<file path="src/sv/mipf_pkg.sv">
// mipf_pkg: shared types, constants and helpers for the masked ip filter table
// used by mipf_entry_ram, mipf_entry_cmp and masked_ip_filter_table
package mipf_pkg;

    localparam int TableDepth = 1024;
    localparam int IdxW       = $clog2(TableDepth);
    localparam int CntW       = $clog2(TableDepth + 1);
    localparam int AddrW      = 32;

    localparam logic [AddrW-1:0] AllOnes   = 32'hffff_ffff;
    localparam logic [7:0]       OctetFull = 8'd255;

    typedef enum logic [1:0] {
        CMD_CHECK  = 2'd0,
        CMD_ADD    = 2'd1,
        CMD_REMOVE = 2'd2,
        CMD_NOP    = 2'd3
    } t_cmd;

    localparam logic [1:0] ST_OK        = 2'd0;
    localparam logic [1:0] ST_FULL      = 2'd1;
    localparam logic [1:0] ST_NOT_FOUND = 2'd2;

    // the mask of an entry follows from its compare value, so only that is stored
    typedef struct packed {
        logic             valid;
        logic [AddrW-1:0] compare;
    } t_entry;

    typedef struct packed {
        logic            re;
        logic [IdxW-1:0] addr;
    } t_ram_rd;

    typedef struct packed {
        logic            we;
        logic [IdxW-1:0] addr;
        t_entry          data;
    } t_ram_wr;

    // 0xff for every non-zero octet, 0 elsewhere
    function automatic logic [AddrW-1:0] octet_mask(input logic [AddrW-1:0] addr);
        logic [AddrW-1:0] m;
        m = '0;
        for (int k = 0; k < 4; k++) begin
            if (addr[8*k +: 8] != 8'd0) begin
                m[8*k +: 8] = OctetFull;
            end
        end
        return m & AllOnes;
    endfunction

endpackage

</file>
<file path="src/sv/mipf_entry_cmp.sv">
// mipf_entry_cmp: shared entry compare unit, decides whether one entry stops the scan
// depends on mipf_pkg
module mipf_entry_cmp (
    input  mipf_pkg::t_cmd              i_cmd,
    input  logic [mipf_pkg::AddrW-1:0]  i_addr,
    input  mipf_pkg::t_entry            i_entry,
    output logic                        o_hit
);

    logic [mipf_pkg::AddrW-1:0] entry_mask;

    assign entry_mask = mipf_pkg::octet_mask(i_entry.compare);

    always_comb begin
        unique case (i_cmd)
            mipf_pkg::CMD_CHECK:
                o_hit = i_entry.valid && ((i_addr & entry_mask) == i_entry.compare);
            // first freed entry
            mipf_pkg::CMD_ADD:
                o_hit = !i_entry.valid;
            // equal compare implies equal mask
            mipf_pkg::CMD_REMOVE:
                o_hit = i_entry.valid && (i_entry.compare == i_addr);
            mipf_pkg::CMD_NOP:
                o_hit = 1'b0;
            default:
                o_hit = 1'b0;
        endcase
    end

endmodule

</file>
<file path="config.mk">
export PLATFORM = sky130hd
export DESIGN_NAME = mipf_entry_cmp
export DESIGN_NICKNAME = d
export VERILOG_FILES = /design/src/sv/mipf_pkg.sv /design/src/sv/mipf_entry_cmp.sv
export SDC_FILE = /design/constraint.sdc
export NUM_CORES = 1
export LEC_CHECK = 0
export ABC_AREA = 1
export ABC_CLOCK_PERIOD_IN_PS = 3000
export BUFFER_PORTS_ARGS = -buffer_cell sky130_fd_sc_hd__buf_2
export CORE_ASPECT_RATIO = 2
export CORE_MARGIN = 1.5
export CORE_UTILIZATION = 35
export DETAILED_ROUTE_END_ITERATION = 12
export PLACE_DENSITY = 0.72
export SYNTH_ARGS = -nofsm -noshare
export SYNTH_HDL_FRONTEND = slang
export SYNTH_SLANG_ARGS = --single-unit
</file>
<file path="constraint.sdc">
create_clock -name vclk -period 3
set_input_delay 0.9 -clock vclk [all_inputs]
set_output_delay 0.9 -clock vclk [all_outputs]
set_load 0.03 [all_outputs]
</file>
==> impl_metrics.tcl <==
set metrics [dict create \
    status "finished, violations left" \
    violations "setup timing" \
    grt_max_degree 12 \
    ioPinCount 68 \
    setup_viol 1 \
    die-area_sq_um 3080 \
    power.leakage_uw 0.00114 \
    seq_cell_count 0 \
    arrival_ns 2.16 \
    die_x_um 40.0 \
    row_count 26 \
    final_common_cell "nand2_1" \
    finalHoldViolCount 0 \
    hold_end "o_hit" \
    synth_nets 281 \
    start_kind "input port" \
    path_common_cell "nor2_1" \
    vdd_drop_max_mv 0.0746 \
    powerDensity_nw_per_um2 115 \
    met2_usage 0.465 \
    tns_ns -0.0566 \
    max_freq_mhz 327 \
    min_path_type "in2out" \
    nets 378 \
    grt_usage 0.235 \
    hold_path.startpoint "i_cmd[1]" \
    syn_avg_cell_area_sq_um 4.47 \
    drive_gt1_frac 0.430 \
    finalPower_uw 192 \
    dp.cells 334 \
    layout.cells.non_filler 337 \
    viasPerCell 4.85 \
    final_util 0.652 \
    yosysSeqAreaShare 0 \
    critPathTopFamily "simple AND/OR/NAND/NOR gates" \
    most-common-layout-cells "87 x nand2_1, 59 x buf_2, 33 x nor2_1" \
    cp_cell_sequence "buf_2, nor2_1, nand3_2, inv_2, nand2_4, nand3_1, nand2_1, nor2_1, nand2_1, nor2_1, nand3_2, nand2_2, buf_6" \
    layout_min_cycle_time_ns 3.06 \
    drc 0 \
    gp_congestion 0.918 \
    fin_area_sq_um 1680 \
    wl_per_cell_um 10.5 \
    use_met3 0.0173 \
    slew_viol_final 0 \
    start_util 0.372 \
    top_usage_layer "met2" \
    firstDrtPassIters 4 \
    grt_pass1_vias 1560 \
    die_h_um 77.0 \
    antenna_found_initial 0 \
    holdPathStages 5 \
    worst_pin_slew_ns 0.213 \
    crit_type "in2out" \
    num_antenna_cells 0 \
    max_cap_viol_count 0 \
    fin_crit_sh 1.02 \
    postPlaceCellArea_sq_um 1500 \
    antenna_left 0 \
    regArea_sq_um 0 \
    hpwl_um 2770 \
    routed_wl_um 3540 \
    area.growth.synth_to_final_pct 75.0 \
    fp.coreArea_sq_um 2570 \
    grt_pass1_wl_um 5490 \
    netlist_instances 214 \
    slowest_stage "nor2_1" \
    initialDrtViolationCount 51 \
    worst-path-buf-inv 3 \
    cpPeakStageDelay_ns 0.15 \
    netlist_area_sq_um 957 \
    critPathMaxFanout 11 \
    gr-total-overflow 0 \
    cp_data_required_time_ns 2.10 \
    rsz0062_at_grt "true" \
    maxSlewHeadroom 0.856 \
    portBuffers 68 \
    grt_use_met1 0.197 \
    synthDistinctLibCells 19 \
    endpoint_kind "output port" \
    post-route-worst-setup-slack_ns -0.0566 \
    vias 1633 \
    yosysWarningCount 0 \
    postCtsHoldBufs 0 \
    clkbuf_count 0 \
]
==> synthesized netlist by cell type (all sizes together) <==
cell type | number | area share
nand2 | 96 | 0.39
o21a | 1 | 0.0078
o21bai | 1 | 0.0078
inv | 31 | 0.12
o21ai | 2 | 0.010
a21oi | 1 | 0.0052
o22ai | 2 | 0.013
nand3b | 10 | 0.086
or2 | 1 | 0.0065
nand3 | 20 | 0.11
buf | 4 | 0.047
nor2 | 45 | 0.19
==> repair_timing <==
item | 4_1_cts | 5_1_grt
endpoints found under the setup margin | 1 | 1
cloned | 3 | 0
setup buffers | 0 | 0
pin swaps | 18 | 20
gates resized for setup | 22 | 22
==> where the power goes <==
part	switching (uW)	internal, uW	total, uW
clock	0	0	0
combinational	91.6	101	192
sequential	0	0	0
==> per-layer routing <==
metal / routed length [um] / vias up
met5: 0 / -
li1: - / 845
met4: 164 / 0
met1: 1100 / 713
met3: 137 / 18
met2: 2130 / 57
==> cell families after synthesis <==
| kind of cell | share of synthesized area |
|---|---|
| buffers and inverters | 0.169 |
| AND/OR/NAND/NOR | 0.787 |
| AO/OA/AOI/OAI | 0.0444 |
==> tightest hold or removal path, cell delays in order <==
cell     delay (ns)
buf_6          0.08
inv_1          0.03
nand2_1        0.08
nand2_2        0.07
buf_6          0.13
==> stage by stage <==
step / worst slack, ns / hold slack [ns]
detailed placement: -0.205 / 2.18
CTS: -0.0877 / 2.16
global placement: -0.201 / 2.18
global route: -0.228 / 2.21
finish: -0.0566 / 2.20
floorplan: 0.145 / 2.05
==> how the worst max path moves through the flow <==
stage,from,end,cells past startpoint
global placement,i_entry[16],o_hit,13
CTS,i_entry[9],o_hit,13
finish,i_entry[16],o_hit,13
floorplan,i_entry[10],o_hit,12
detailed placement,i_entry[16],o_hit,13
global route,i_entry[16],o_hit,11
==> final cells by class <==
class / count / area, sq um
Fill cell: 258 / 895
Inverter: 31 / 121
Multi-Input combinational cell: 182 / 912
Tap cell: 28 / 35.0
Timing Repair Buffer: 96 / 607
Power figures use the tool's default switching activity.
